$ cat src/sv/fsra_pkg.sv
`default_nettype none

package fsra_pkg;

  localparam int unsigned DIV_STEPS = 30;
  localparam int unsigned NEST_CNT  = 5;
  localparam int unsigned NEST_STG  = 2 * NEST_CNT;
  localparam int unsigned NSTG      = 6 + DIV_STEPS + 4 + NEST_STG + 2;

  localparam logic [63:0] ONE23 = 64'd1 << 23;
  localparam logic [63:0] ONE29 = 64'd1 << 29;
  localparam logic [63:0] ONE30 = 64'd1 << 30;
  localparam logic [63:0] ONE31 = 64'd1 << 31;

  localparam logic [63:0] QB0 = 64'd2 << 24;
  localparam logic [63:0] QB1 = ((64'd2524 << 24) + 64'd500) / 64'd1000;
  localparam logic [63:0] QB2 = ((64'd1886 << 24) + 64'd500) / 64'd1000;
  localparam logic [63:0] QB3 = ((64'd803 << 24) + 64'd500) / 64'd1000;
  localparam logic [63:0] QC0 = 64'd1 << 24;
  localparam logic [63:0] QC1 = ((64'd506 << 24) + 64'd500) / 64'd1000;
  localparam logic [63:0] QD0 =
    ((64'd141421356237 << 24) + 64'd50000000000) / 64'd100000000000;
  localparam logic [63:0] QD1 = ((64'd2054 << 24) + 64'd500) / 64'd1000;
  localparam logic [63:0] QD2 = ((64'd1790 << 24) + 64'd500) / 64'd1000;
  localparam logic [63:0] K_S2P =
    ((64'd7978845608 << 30) + 64'd5000000000) / 64'd10000000000;
  localparam logic [63:0] K_SP2 =
    ((64'd12533141373 << 30) + 64'd5000000000) / 64'd10000000000;
  localparam logic [63:0] K_SP8 =
    ((64'd6266570687 << 30) + 64'd5000000000) / 64'd10000000000;
  localparam logic [63:0] K_PIH =
    ((64'd15707963268 << 30) + 64'd5000000000) / 64'd10000000000;
  localparam logic [63:0] K_2PI = 64'd4 * K_PIH;

  localparam int unsigned COS_N [NEST_CNT] = '{90, 56, 30, 12, 2};
  localparam int unsigned COS_L [NEST_CNT] = '{7, 6, 5, 4, 1};
  localparam int unsigned SIN_N [NEST_CNT] = '{110, 72, 42, 20, 6};
  localparam int unsigned SIN_L [NEST_CNT] = '{7, 7, 6, 5, 3};

  typedef struct packed {
    logic [44:0] rem;
    logic [29:0] qs;
    logic [44:0] dv;
  } fsra_div_t;

  typedef struct packed {
    logic [29:0] u;
    logic [30:0] h;
  } fsra_nest_t;

  typedef struct packed {
    logic        neg;
    logic [31:0] t2q;
  } fsra_mid_t;

  typedef struct packed {
    logic        neg;
    logic [29:0] rr;
    logic [29:0] th;
    logic [1:0]  quad;
    logic        swap;
  } fsra_tail_t;

endpackage

`default_nettype wire

$ cat src/sv/fsra_div_cell.sv
`default_nettype none

module fsra_div_cell import fsra_pkg::*; (
  input  logic      clk,
  input  logic      en,
  input  fsra_div_t d_in,
  output fsra_div_t d_out
);

  logic [45:0] trial;
  logic [45:0] diff;
  logic        ge;
  fsra_div_t   d_next;

  always_comb begin
    trial  = {d_in.rem, d_in.qs[29]};
    diff   = trial - {1'b0, d_in.dv};
    ge     = trial >= {1'b0, d_in.dv};
    d_next.rem = ge ? diff[44:0] : trial[44:0];
    d_next.qs  = {d_in.qs[28:0], ge};
    d_next.dv  = d_in.dv;
  end

  always_ff @(posedge clk) begin
    if (en) begin
      d_out <= d_next;
    end
  end

endmodule

`default_nettype wire

$ cat config.mk
export PLATFORM = sky130hd
export DESIGN_NAME = fsra_div_cell
export DESIGN_NICKNAME = d
export VERILOG_FILES = /design/src/sv/fsra_pkg.sv /design/src/sv/fsra_div_cell.sv
export SDC_FILE = /design/constraint.sdc
export NUM_CORES = 1
export LEC_CHECK = 0
export ABC_AREA = 1
export BUFFER_PORTS_ARGS = -buffer_cell sky130_fd_sc_hd__buf_2
export CAP_MARGIN = 20
export CELL_PAD_IN_SITES_DETAIL_PLACEMENT = 1
export CELL_PAD_IN_SITES_GLOBAL_PLACEMENT = 2
export CORE_ASPECT_RATIO = 0.6
export CORE_MARGIN = 8
export CORE_UTILIZATION = 31
export CTS_CLUSTER_DIAMETER = 200
export DETAILED_ROUTE_END_ITERATION = 8
export PLACE_DENSITY = 0.93
export SLEW_MARGIN = 20
export SYNTH_ARGS = -nofsm -noshare
export SYNTH_HDL_FRONTEND = slang
export SYNTH_SLANG_ARGS = --single-unit
$ cat constraint.sdc
create_clock -name clk -period 5.2 [get_ports clk]
set_input_delay 0.52 -clock clk [delete_from_list [all_inputs] [get_ports clk]]
set_output_delay 0.52 -clock clk [all_outputs]
set_load 0.05 [all_outputs]
**After elaboration in Yosys (flattened, before gate mapping)**

Cells that the tools add are included.

- Add/sub/neg operators: 1
- $lt $le $gt $ge: 1
- Muxes and demuxes: 1

Operators with widths:

| kind | number |
|---|---|
| >= comparator 46 x 45 -> 1 bit | 1 |
| 2-to-1 mux 45 bit | 1 |
| subtractor 45 bit | 1 |

- Flip-flop bits (word level): 120
- Input port bits: 122
- Output and inout port bits: 120

**Depth between registers and ports, before layout**

Gate-level depths: netlist of run 1.

- Depth in word-level cells: 2
- Mapped depth: 16
- Depth with buffers taken out: 15

**Least setup slack after synthesis of run 1**

Ideal clock, no wire load.

- Path kind: input port to flip-flop
- Start: input d_in[74] (netlist name)
- End: register d_out[119] (netlist name) (data pin)
- Setup time: 0.253 ns
- Arrival: 2.090 ns
- Data required time: 4.947 ns
- Slack: 2.857 ns
- Cell stages on the path: 13
- Path buffers: 1
- Path through: inv_1 > ha_1 > inv_1 > fa_1 > nand2_1 > nand3_1 > nand2_1 > nand2_2 > nand2_1 > nand4_4 > buf_6 > nand3_1 > nand2_1

RTL lines:

| item | RTL line | RTL |
|---|---|---|
| start: declaration | fsra_div_cell.sv:6 | `input fsra_div_t d_in,` |
| end signal: assignment | fsra_div_cell.sv:26 | `d_out <= d_next;` |
| end: declaration | fsra_div_cell.sv:7 | `output fsra_div_t d_out` |

==> results of run 1 <==
## report_power, final
group	internal (mW)	leakage [nW]	switching [mW]	total, mW
clock network	0.676	0.286	0.515	1.19
registers	1.19	1.17	0.0269	1.22
logic	0.275	4.16	0.833	1.11
## cell type report
class	instances	share of cell area, %
multi-input cells	733	34.4
clock inverters	15	1.49
flip-flops and latches	120	34.6
repair buffers	245	12.0
inverters	253	9.11
clock buffers	17	4.08
well taps	360	4.32
## per-stage QoR
stage / instances / hold WS [ns] / total power [mW]
2_1_floorplan: 1117 / 0.619 / 2.01
3_3_place_gp: 1710 / 0.697 / 2.33
3_5_place_dp: 1710 / 0.699 / 2.35
4_1_cts: 1742 / 0.211 / 3.56
5_1_grt: 1743 / 0.214 / 3.69
6_report: 1743 / 0.243 / 3.52
## cell usage after synthesis, drive strengths merged
cell type,instances,area [um^2]
edfxtp,120,3600
inv,253,950
nand3b,7,52.6
xor2,25,219
nor3,3,15.0
nand2,415,1570
nand4,8,65.1
o21ai,17,85.1
fa,1,20.0
o21a,3,22.5
and2,2,12.5
a21o,1,7.51
o21bai,3,22.5
or2,1,6.26
nor2,87,347
nand3,87,435
a21oi,26,134
ha,45,563
buf,11,100
nor4,2,12.5
## cell families (layout without fill, tap and decap cells)
family | Yosys count | count (layout)
AOI/OAI and AO/OA | 50 | 50
xor gates and xnor gates | 25 | 25
buffers and inverters | 264 | 530
and+or+nand+nor | 612 | 612
DFF | 120 | 120
adders and majority gates | 46 | 46
## per-layer routing
metal	vias up	routed length, um
met1	3778	16200
li1	3958	-
met4	2	357
met5	-	17
met3	26	2510
met2	244	12500
## worst max-delay path: stages
cell and delay (ns):
buf_2 0.09, inv_1 0.05, ha_1 0.34, nand2_1 0.14
nor2_1 0.42, inv_1 0.13, nor2_2 0.17, nand2_1 0.08
nand2_1 0.08, inv_1 0.08, nand2_1 0.14, nand2_2 0.44
nand3_1 0.38, nand2_1 0.09
## path summary, 6_finish.rpt
path                      from                    to  slack, ns
worst max-delay path  d_in[27]  d_out[118]$_DFFE_PP_       2.23
worst min-delay path  d_in[51]   d_out[52]$_DFFE_PP_       0.24
==> summary.json, run 1 <==
{
  "status": {"value": "finished clean"},
  "route.final.wire_length": {"value": 31600, "unit": "um"},
  "grt_first_pass_wirelength": {"value": 48300, "unit": "um"},
  "post_synth_instance_area": {"value": 0.00824, "unit": "mm^2"},
  "crit_arrival": {"value": 3.17, "unit": "ns"},
  "finish.instance_area": {"value": 0.0104, "unit": "mm^2"},
  "groute.layer.met1.usage": {"value": 28.9, "unit": "%"},
  "report.final.hold_viol_count": {"value": 0},
  "reg_top3": {"value": "d_out: 120 flops"},
  "worst_slew_pin_slew": {"value": 0.818, "unit": "ns"},
  "post_synth_fa_ha_maj_area_fraction": {"value": 7.08, "unit": "%"},
  "critical_path_source_type": {"value": "primary input"},
  "num_vias": {"value": 8008},
  "ys_ff_latch": {"value": 120},
  "largest-register": {"value": "d_out"},
  "placed_wire_length_estimate": {"value": 26500, "unit": "um"},
  "hp-class": {"value": "in -> reg"},
  "cp_max_fo": {"value": 28},
  "simple_logic_cell_fraction_of_the_synthesized_area": {"value": 30.5, "unit": "%"},
  "setup_total_negative_slack": {"value": 0, "unit": "ns"},
  "num_io_pins": {"value": 242},
  "grt_use_total": {"value": 19.8, "unit": "%"},
  "global_route.usage.met2": {"value": 27.8, "unit": "%"},
  "clk_root_buffer_cell": {"value": "clkbuf_16"},
  "antenna_found_initial": {"value": 1},
  "yosysWarningCount": {"value": 0},
  "irDropWorstVdd": {"value": 0.211, "unit": "mV"},
  "final.period_utilization": {"value": 57.1, "unit": "%"},
  "post_route_cells_drive_above_1_share": {"value": 21.0, "unit": "%"},
  "crit_required": {"value": 5.40, "unit": "ns"},
  "cts-buffers-inserted": {"value": 17},
  "place_ws": {"value": 1.54, "unit": "ns"},
  "static-leakage-power": {"value": 5.62, "unit": "nW"},
  "drv_slew": {"value": 0},
  "final-seq-area": {"value": 0.00360, "unit": "mm^2"},
  "antenna-diode-count": {"value": 0},
  "cts_sinks": {"value": 120},
  "fp.coreArea": {"value": 0.0262, "unit": "mm^2"},
  "grt_overflow_total": {"value": 0},
  "yosys.cell_types.count": {"value": 28},
  "mostFrequentLayoutCells": {"value": "nand2_1, inv_1, buf_2"},
  "pin_count_of_the_biggest_net_entering_global_routing": {"value": 64},
  "worst_slack": {"value": 2.23, "unit": "ns"},
  "slew_headroom": {"value": 45.4, "unit": "%"},
  "share_of_the_yosys_chip_area_belonging_to_registers": {"value": 43.7, "unit": "%"},
  "drt-wirelength-per-cell": {"value": 18.2, "unit": "um"},
  "fill_cells": {"value": 3411},
  "clock_tree.buffer_depth": {"value": 2},
  "place_area": {"value": 0.00982, "unit": "mm^2"},
  "placement.io_buffers": {"value": 241},
  "nets": {"value": 1538},
  "die_width": {"value": 226, "unit": "um"},
  "achievable-frequency": {"value": 337, "unit": "MHz"},
  "path_clk_slew": {"value": 0.07, "unit": "ns"},
  "timing.final.setup_violations": {"value": 0},
  "place.gp.congestion": {"value": 0.917},
  "global_route.usage.met3": {"value": 6.40, "unit": "%"},
  "grt_setup_unrepaired": {"value": "no"},
  "mostFrequentLayoutCell": {"value": "nand2_1"},
  "fp.dieArea": {"value": 0.0322, "unit": "mm^2"},
  "critPathKind": {"value": "in -> reg"},
  "synth.area.mux_share": {"value": 0, "unit": "%"},
  "combinational_family_with_the_most_area_after_synthesis": {"value": "simple AND/OR/NAND/NOR gates"},
  "largest_register_ffs": {"value": 120},
  "drv.max_cap_violation_count": {"value": 0},
  "postSynthAreaPerCell": {"value": 7.38, "unit": "um^2"},
  "antenna_left": {"value": 0},
  "multi_input_area": {"value": 0.00358, "unit": "mm^2"},
  "pwr_density_cell": {"value": 338, "unit": "mW/mm^2"},
  "postLayoutCoreUtil": {"value": 39.7, "unit": "%"},
  "number_of_vias_per_cell_after_detailed_routing": {"value": 4.59},
  "fp-row-count": {"value": 46},
  "postSynthCellCount": {"value": 1117},
  "initial_cell_density_of_the_core": {"value": 31.4, "unit": "%"},
  "mappedNetlistNets": {"value": 1285},
  "die_h": {"value": 142, "unit": "um"},
  "grt_pass1_vias": {"value": 8378},
  "areaGrowthSynthToFinish": {"value": 26.5, "unit": "%"},
  "synth_xor_area_share": {"value": 2.66, "unit": "%"},
  "post_cts_resize_count": {"value": 0},
  "grt_busiest_layer": {"value": "met1"},
  "drt_first_pass_iters": {"value": 5},
  "cts.repair_timing.setup_buffer_count": {"value": 0},
  "finalWorstPathRequiredPeriod": {"value": 2.97, "unit": "ns"},
  "crit_path_end_kind": {"value": "flip-flop"},
  "hold_buffers": {"value": 0},
  "cts_tree": {"value": "built"},
  "worstHoldPathCells": {"value": 1},
  "drt_iter0_markers": {"value": 472},
  "compound_gate_fraction_of_synth_area": {"value": 3.30, "unit": "%"},
  "drt_drc_violations_left": {"value": 0},
  "clock_tree.htree_level_count": {"value": 4}
}
(Power assumes the default switching activity.)
==> run 2: changes to the inputs <==
--- a/config.mk
+++ b/config.mk
@@ -12,10 +12,10 @@
 export CELL_PAD_IN_SITES_GLOBAL_PLACEMENT = 2
 export CORE_ASPECT_RATIO = 0.6
 export CORE_MARGIN = 8
-export CORE_UTILIZATION = 31
+export CORE_UTILIZATION = 26
 export CTS_CLUSTER_DIAMETER = 200
 export DETAILED_ROUTE_END_ITERATION = 8
-export PLACE_DENSITY = 0.93
+export PLACE_DENSITY = 0.84
 export SLEW_MARGIN = 20
 export SYNTH_ARGS = -nofsm -noshare
 export SYNTH_HDL_FRONTEND = slang
==> constraint.sdc (replaced) <==
create_clock -name clk -period 2.55 [get_ports clk]
set_input_delay 0.255 -clock clk [delete_from_list [all_inputs] [get_ports clk]]
set_output_delay 0.255 -clock clk [all_outputs]
set_load 0.05 [all_outputs]
==> summary.json, run 2 (synthesis gave the netlist of run 1 again) <==
{
  "status": {"value": "finished clean"},
  "antenna_found_initial": {"value": 0, "change": "-1"},
  "grt_pass1_vias": {"value": 8948, "change": "+6.8%"},
  "clock_tree.htree_level_count": {"value": 4, "change": "unchanged"},
  "slew_headroom": {"value": 71.7, "unit": "%", "change": "+26 points"},
  "achievable-frequency": {"value": 404, "unit": "MHz"},
  "worstSetupEndpoint": {"value": "d_out[96]$_DFFE_PP_"},
  "setup.worst_path.start": {"value": "d_in[41]"},
  "critical_path_source_type": {"value": "primary input"},
  "numPlacedInstances": {"value": 1817, "change": "+6.3%"},
  "worst_slack": {"value": 0.0772, "unit": "ns", "change": "-2.15 ns"},
  "setup_total_negative_slack": {"value": 0, "unit": "ns", "change": "unchanged"},
  "place.gp.congestion": {"value": 0.902, "change": "-1.6%"},
  "final.period_utilization": {"value": 97.0, "unit": "%"},
  "fp.dieArea": {"value": 0.0378, "unit": "mm^2", "change": "+17%"},
  "pin_count_of_the_biggest_net_entering_global_routing": {"value": 64, "change": "unchanged"},
  "largest_register_ffs": {"value": 120, "change": "unchanged"},
  "timing.final.setup_violations": {"value": 0, "change": "unchanged"},
  "grt_first_pass_wirelength": {"value": 53100, "unit": "um", "change": "+10%"},
  "num_vias": {"value": 8313, "change": "+3.8%"},
  "die_h": {"value": 154, "unit": "um", "change": "+8.2%"},
  "static-leakage-power": {"value": 6.19, "unit": "nW", "change": "+10%"},
  "mostFrequentLayoutCell": {"value": "nand2_1"},
  "nets": {"value": 1659, "change": "+7.9%"},
  "finalWorstPathRequiredPeriod": {"value": 2.47, "unit": "ns"},
  "route.final.wire_length": {"value": 34800, "unit": "um", "change": "+10%"},
  "path_clk_slew": {"value": 0.07, "unit": "ns", "change": "about the same"},
  "place_ws": {"value": -0.106, "unit": "ns", "change": "-1.65 ns"},
  "grt_overflow_total": {"value": 0, "change": "unchanged"},
  "total_power": {"value": 7.45, "unit": "mW", "change": "+110%"},
  "fill_cells": {"value": 3875, "change": "+14%"},
  "crit_required": {"value": 2.85, "unit": "ns", "change": "-2.55 ns"},
  "post_route_cells_drive_above_1_share": {"value": 24.5, "unit": "%", "change": "+3.6 points"},
  "largest-register": {"value": "d_out"},
  "cts-buffers-inserted": {"value": 17, "change": "unchanged"},
  "drt_first_pass_iters": {"value": 5, "change": "unchanged"},
  "mostFrequentLayoutCells": {"value": "nand2_1, inv_1, buf_2"},
  "drv.max_cap_violation_count": {"value": 0, "change": "unchanged"},
  "fp.coreArea": {"value": 0.0312, "unit": "mm^2", "change": "+19%"},
  "placed_wire_length_estimate": {"value": 27800, "unit": "um", "change": "+5.0%"},
  "irDropWorstVdd": {"value": 0.401, "unit": "mV", "change": "+90%"},
  "cts_sinks": {"value": 120, "change": "unchanged"},
  "crit_path_end_kind": {"value": "flip-flop"},
  "pwr_density_cell": {"value": 631, "unit": "mW/mm^2", "change": "+87%"},
  "areaGrowthSynthToFinish": {"value": 43.2, "unit": "%"},
  "initial_cell_density_of_the_core": {"value": 26.4, "unit": "%", "change": "-4.9 points"},
  "grt_use_total": {"value": 18.4, "unit": "%", "change": "-1.4 points"},
  "drt_drc_violations_left": {"value": 0, "change": "unchanged"},
  "worst_slew_pin_slew": {"value": 0.423, "unit": "ns", "change": "-0.396 ns"},
  "cts.repair_timing.setup_buffer_count": {"value": 0, "change": "unchanged"},
  "crit_arrival": {"value": 2.78, "unit": "ns", "change": "-0.39 ns"},
  "report.final.hold_viol_count": {"value": 0, "change": "unchanged"},
  "placement.io_buffers": {"value": 241, "change": "unchanged"},
  "num_io_pins": {"value": 242, "change": "unchanged"},
  "clock_tree.buffer_depth": {"value": 2, "change": "unchanged"},
  "number_of_vias_per_cell_after_detailed_routing": {"value": 4.33, "change": "-5.8%"},
  "drv_slew": {"value": 0, "change": "unchanged"},
  "cts_tree": {"value": "built"},
  "drt_iter0_markers": {"value": 489, "change": "+3.6%"},
  "die_width": {"value": 246, "unit": "um", "change": "+8.5%"},
  "critPathKind": {"value": "in -> reg"},
  "antenna_left": {"value": 0, "change": "unchanged"},
  "clk_root_buffer_cell": {"value": "clkbuf_16"},
  "reg_top3": {"value": "d_out: 120 flops"},
  "drt-wirelength-per-cell": {"value": 18.1, "unit": "um", "change": "-0.17%"},
  "count_of_non_filler_cells_in_the_finished_layout": {"value": 1921, "change": "+10%"},
  "cp_max_fo": {"value": 25, "change": "-11%"},
  "hp-class": {"value": "in -> reg"},
  "fp-row-count": {"value": 50, "change": "+8.7%"},
  "final.hold.worst_slack": {"value": 0.0304, "unit": "ns", "change": "-0.212 ns"}
}
-- run 2: power by group --
group	total (mW)	switching (mW)	internal (mW)
Sequential	2.50	0.0664	2.43
Clock	2.43	1.13	1.30
Combinational	2.51	1.77	0.741
Total	7.45	2.97	4.48
-- run 2: worst max-delay path: stages --
cell and delay (ns):
dlygate4sd3_1 0.53, buf_2 0.11, inv_1 0.05, ha_1 0.40, nand2_2 0.10, nor2_1 0.15, inv_1 0.10, nor3_1 0.25
nand3_1 0.20, nand4_4 0.18, buf_12 0.20, nand2_1 0.10, nand2_1 0.12
-- run 2: through the flow --
step | utilization (%) | area (um^2)
6_report | 37.9 | 11800
3_3_place_gp | 33.2 | 10300
3_5_place_dp | 33.2 | 10300
5_1_grt | 37.9 | 11800
4_1_cts | 37.3 | 11600
2_1_floorplan | - | 8240
-- run 2: cell type report --
cell class | instances | area, um^2 | share of cell area, %
Antenna cell | 1 | 2.50 | 0.0212
Inverter | 253 | 950 | 8.05
Sequential cell | 120 | 3600 | 30.5
Tap cell | 416 | 520 | 4.41
Clock inverter | 15 | 148 | 1.25
Clock buffer | 17 | 425 | 3.61
Timing Repair Buffer | 366 | 2400 | 20.4
Multi-Input combinational cell | 733 | 3750 | 31.8
-- run 2: what timing repair did --
item                       in CTS  in global routing
hold buffers                   71                  0
gates resized for setup         0                 37
setup endpoints to repair       0                 30
hold endpoints to repair       71                  0
-- run 2: routing by layer --
layer	share of wire [%]	vias to the layer above	wire length (um)	GRT usage, %
met5	0	-	0	0
met4	0.92	0	321	3.77
met3	6.8	24	2360	5.05
met2	41	221	14200	26.7
met1	51	3861	17900	26.8
li1	-	4207	-	-
-- run 2: worst min path at each step --
stage                         from                   to  slack [ns]  depth (start not counted)
after detailed placement  d_in[71]  d_out[72]$_DFFE_PP_        0.43                          1
after CTS                 d_in[16]  d_out[16]$_DFFE_PP_       0.003                          1
after floorplan            d_in[0]   d_out[0]$_DFFE_PP_        0.35                          0
after global routing      d_in[20]  d_out[20]$_DFFE_PP_        0.02                          1
final                      d_in[0]   d_out[0]$_DFFE_PP_        0.03                          1
after global placement    d_in[55]  d_out[56]$_DFFE_PP_        0.43                          1
==> run 3: changes to the inputs <==
--- a/config.mk
+++ b/config.mk
@@ -12,10 +12,10 @@
 export CELL_PAD_IN_SITES_GLOBAL_PLACEMENT = 2
 export CORE_ASPECT_RATIO = 0.6
 export CORE_MARGIN = 8
-export CORE_UTILIZATION = 26
+export CORE_UTILIZATION = 29
 export CTS_CLUSTER_DIAMETER = 200
 export DETAILED_ROUTE_END_ITERATION = 8
-export PLACE_DENSITY = 0.84
+export PLACE_DENSITY = 0.88
 export SLEW_MARGIN = 20
 export SYNTH_ARGS = -nofsm -noshare
 export SYNTH_HDL_FRONTEND = slang
==> constraint.sdc (replaced) <==
create_clock -name clk -period 2.3 [get_ports clk]
set_input_delay 0.23 -clock clk [delete_from_list [all_inputs] [get_ports clk]]
set_output_delay 0.23 -clock clk [all_outputs]
set_load 0.05 [all_outputs]
==> summary.json, run 3 (synthesis gave the netlist of run 1 again) <==
{
  "mostFrequentLayoutCell": {"value": "nand2_1"},
  "crit_path_end_kind": {"value": "flip-flop"},
  "critPathMostFrequentCell": {"value": "nand2_1"},
  "fp.dieArea": {"value": 0.0342, "unit": "mm^2", "change": "-9.5%"},
  "drv.max_cap_violation_count": {"value": 0, "change": "unchanged"},
  "netSwitchingFraction": {"value": 38.6, "unit": "%", "change": "-1.3 points"},
  "crit_arrival": {"value": 2.36, "unit": "ns", "change": "-0.42 ns"},
  "hp-class": {"value": "in -> reg"},
  "finalWorstPathRequiredPeriod": {"value": 2.16, "unit": "ns"},
  "clock_tree.buffer_depth": {"value": 2, "change": "unchanged"},
  "count_of_non_filler_cells_in_the_finished_layout": {"value": 1975, "change": "+2.8%"},
  "achievable-frequency": {"value": 462, "unit": "MHz"},
  "total_power": {"value": 8.48, "unit": "mW", "change": "+14%"},
  "clock_tree.htree_level_count": {"value": 4, "change": "unchanged"},
  "die_width": {"value": 234, "unit": "um", "change": "-5.0%"},
  "clk_root_buffer_cell": {"value": "clkbuf_16"},
  "drt_iter0_markers": {"value": 441, "change": "-9.8%"},
  "fill_cells": {"value": 3553, "change": "-8.3%"},
  "max_stage_delay": {"value": 0.35, "unit": "ns", "change": "-0.18 ns"},
  "antenna_left": {"value": 0, "change": "unchanged"},
  "grt_pass1_vias": {"value": 9493, "change": "+6.1%"},
  "critical_path_source_type": {"value": "primary input"},
  "fp.coreArea": {"value": 0.0278, "unit": "mm^2", "change": "-11%"},
  "die_h": {"value": 147, "unit": "um", "change": "-4.8%"},
  "placement.io_buffers": {"value": 241, "change": "unchanged"},
  "areaGrowthSynthToFinish": {"value": 50.3, "unit": "%"},
  "static-leakage-power": {"value": 6.69, "unit": "nW", "change": "+8.0%"},
  "global_route.usage.met2": {"value": 31.9, "unit": "%", "change": "+5.2 points"},
  "internal_power": {"value": 5.21, "unit": "mW", "change": "+16%"},
  "grt_first_pass_wirelength": {"value": 54700, "unit": "um", "change": "+3.0%"},
  "pwr_density_cell": {"value": 685, "unit": "mW/mm^2", "change": "+8.6%"},
  "largest_register_ffs": {"value": 120, "change": "unchanged"},
  "numPlacedInstances": {"value": 1868, "change": "+2.8%"},
  "route.final.wire_length": {"value": 35500, "unit": "um", "change": "+2.0%"},
  "global_route.usage.met3": {"value": 5.55, "unit": "%", "change": "+0.50 points"},
  "reg_top3": {"value": "d_out: 120 flops"},
  "post_route_cells_drive_above_1_share": {"value": 27.4, "unit": "%", "change": "+2.9 points"},
  "placed_wire_length_estimate": {"value": 28300, "unit": "um", "change": "+1.9%"},
  "comb_power_share": {"value": 35.4, "unit": "%", "change": "+1.7 points"},
  "timing.final.setup_violations": {"value": 0, "change": "unchanged"},
  "critPathKind": {"value": "in -> reg"},
  "pwr-share-seq": {"value": 32.6, "unit": "%", "change": "-1.0 points"},
  "initial_cell_density_of_the_core": {"value": 29.7, "unit": "%", "change": "+3.2 points"},
  "cp_max_fo": {"value": 12, "change": "-52%"},
  "finish.instance_area": {"value": 0.0124, "unit": "mm^2", "change": "+4.9%"},
  "cell_breakdown_of_the_critical_path": {"value": "buf_2 -> inv_1 -> ha_1 -> nand2_1 -> buf_4 -> nor2_1 -> nand2_1 -> inv_1 -> buf_4 -> nand3_1 -> nand2_1 -> nand2_2 -> buf_12 -> nand3_1 -> nand2_1"},
  "largest-register": {"value": "d_out"},
  "report.final.hold_viol_count": {"value": 0, "change": "unchanged"},
  "num_io_pins": {"value": 242, "change": "unchanged"},
  "final.period_utilization": {"value": 94.0, "unit": "%"},
  "groute.layer.met1.usage": {"value": 29.1, "unit": "%", "change": "+2.3 points"},
  "cts-buffers-inserted": {"value": 17, "change": "unchanged"},
  "drt_first_pass_iters": {"value": 4, "change": "-1"},
  "drt_drc_violations_left": {"value": 0, "change": "unchanged"},
  "slew_headroom": {"value": 75.0, "unit": "%", "change": "+3.3 points"},
  "p_clk_share": {"value": 32.0, "unit": "%", "change": "-0.7 points"},
  "place_area": {"value": 0.0110, "unit": "mm^2", "change": "+6.9%"},
  "grt_use_total": {"value": 20.9, "unit": "%", "change": "+2.5 points"},
  "fp-row-count": {"value": 47, "change": "-6.0%"},
  "irDropWorstVdd": {"value": 0.353, "unit": "mV", "change": "-12%"},
  "net-switching-power": {"value": 3.27, "unit": "mW", "change": "+10%"},
  "cts.repair_timing.setup_buffer_count": {"value": 0, "change": "unchanged"},
  "grt_busiest_layer": {"value": "met2"},
  "grt_setup_unrepaired": {"value": "no"},
  "path_clk_slew": {"value": 0.07, "unit": "ns", "change": "about the same"},
  "drt-wirelength-per-cell": {"value": 18.0, "unit": "um", "change": "-0.82%"},
  "nets": {"value": 1762, "change": "+6.2%"},
  "worst_slew_pin_slew": {"value": 0.371, "unit": "ns", "change": "-0.0518 ns"},
  "antenna_found_initial": {"value": 0, "change": "unchanged"},
  "worst_path_max_delay_cell": {"value": "ha_1"},
  "num_vias": {"value": 8779, "change": "+5.6%"},
  "pin_count_of_the_biggest_net_entering_global_routing": {"value": 55, "change": "-14%"},
  "grt_overflow_total": {"value": 0, "change": "unchanged"},
  "crit_required": {"value": 2.49, "unit": "ns", "change": "-0.36 ns"},
  "mostFrequentLayoutCells": {"value": "nand2_1, inv_1, buf_2"},
  "drv_slew": {"value": 0, "change": "unchanged"},
  "status": {"value": "finished clean"},
  "cts_sinks": {"value": 120, "change": "unchanged"},
  "place.gp.congestion": {"value": 0.894, "change": "-0.93%"},
  "cts_tree": {"value": "built"},
  "number_of_vias_per_cell_after_detailed_routing": {"value": 4.45, "change": "+2.7%"}
}
-- run 3: changes by cell type in the layout (fill, tap and decap cells not counted), sizes merged --
cell,change
buf,+100
clkinv,+4
dlygate4sd3,+3
inv,-3
clkinvlp,-2
bufinv,+1
-- run 3: cell type report --
cell class / count / area [um^2] / share of cell area, %
Antenna cell: 1 / 2.50 / 0.0202
Sequential cell: 120 / 3600 / 29.1
Multi-Input combinational cell: 733 / 3590 / 29.0
Inverter: 253 / 950 / 7.67
Clock inverter: 15 / 158 / 1.27
Clock buffer: 17 / 425 / 3.44
Timing Repair Buffer: 469 / 3190 / 25.8
Tap cell: 367 / 459 / 3.71
-- run 3: power by group through the flow --
stage | clock network, mW | logic [mW] | registers (mW)
2_1_floorplan | 0 | 0.910 | 3.63
3_3_place_gp | 0 | 2.82 | 2.80
3_5_place_dp | 0 | 2.87 | 2.81
4_1_cts | 2.79 | 3.00 | 2.77
5_1_grt | 2.84 | 3.24 | 2.79
6_report | 2.71 | 3.00 | 2.77
-- run 3: worst paths after layout --
path | from | end | cells after the start
max | d_in[21] | d_out[96]$_DFFE_PP_ | 15
min | d_in[105] | d_out[106]$_DFFE_PP_ | 3
-- run 3: worst max-delay path, delay by kind of cell --
kind | cells | cell delay (ns)
adders and majority gates | 1 | 0.35
buffers and inverters | 6 | 0.72
and+or+nand+nor | 8 | 1.05
-- run 3: per-stage QoR --
step	setup TNS [ns]	hold slack, ns	setup slack [ns]	util (%)
after floorplan	0	0.329	0.247	-
after global placement	-6.39	0.406	-0.275	39.8
after detailed placement	-8.49	0.409	-0.327	39.8
after CTS	0	0.0728	0.163	44.6
after global routing	0	0.101	0.0279	44.6
final	0	0.0945	0.137	44.6
-- run 3: layer usage --
layer  vias up  part of all wire [%]
met5         -                     0
met4         0                   1.0
met3        29                   6.1
met2       196                    43
met1      4137                    50
li1       4417                     -
-- run 3: repair_timing --
| item | CTS | global route |
|---|---|---|
| hold buffers | 74 | 0 |
| gates resized for setup | 0 | 1 |
| endpoints found under the hold margin | 74 | 0 |
| endpoints found under the setup margin | 0 | 2 |
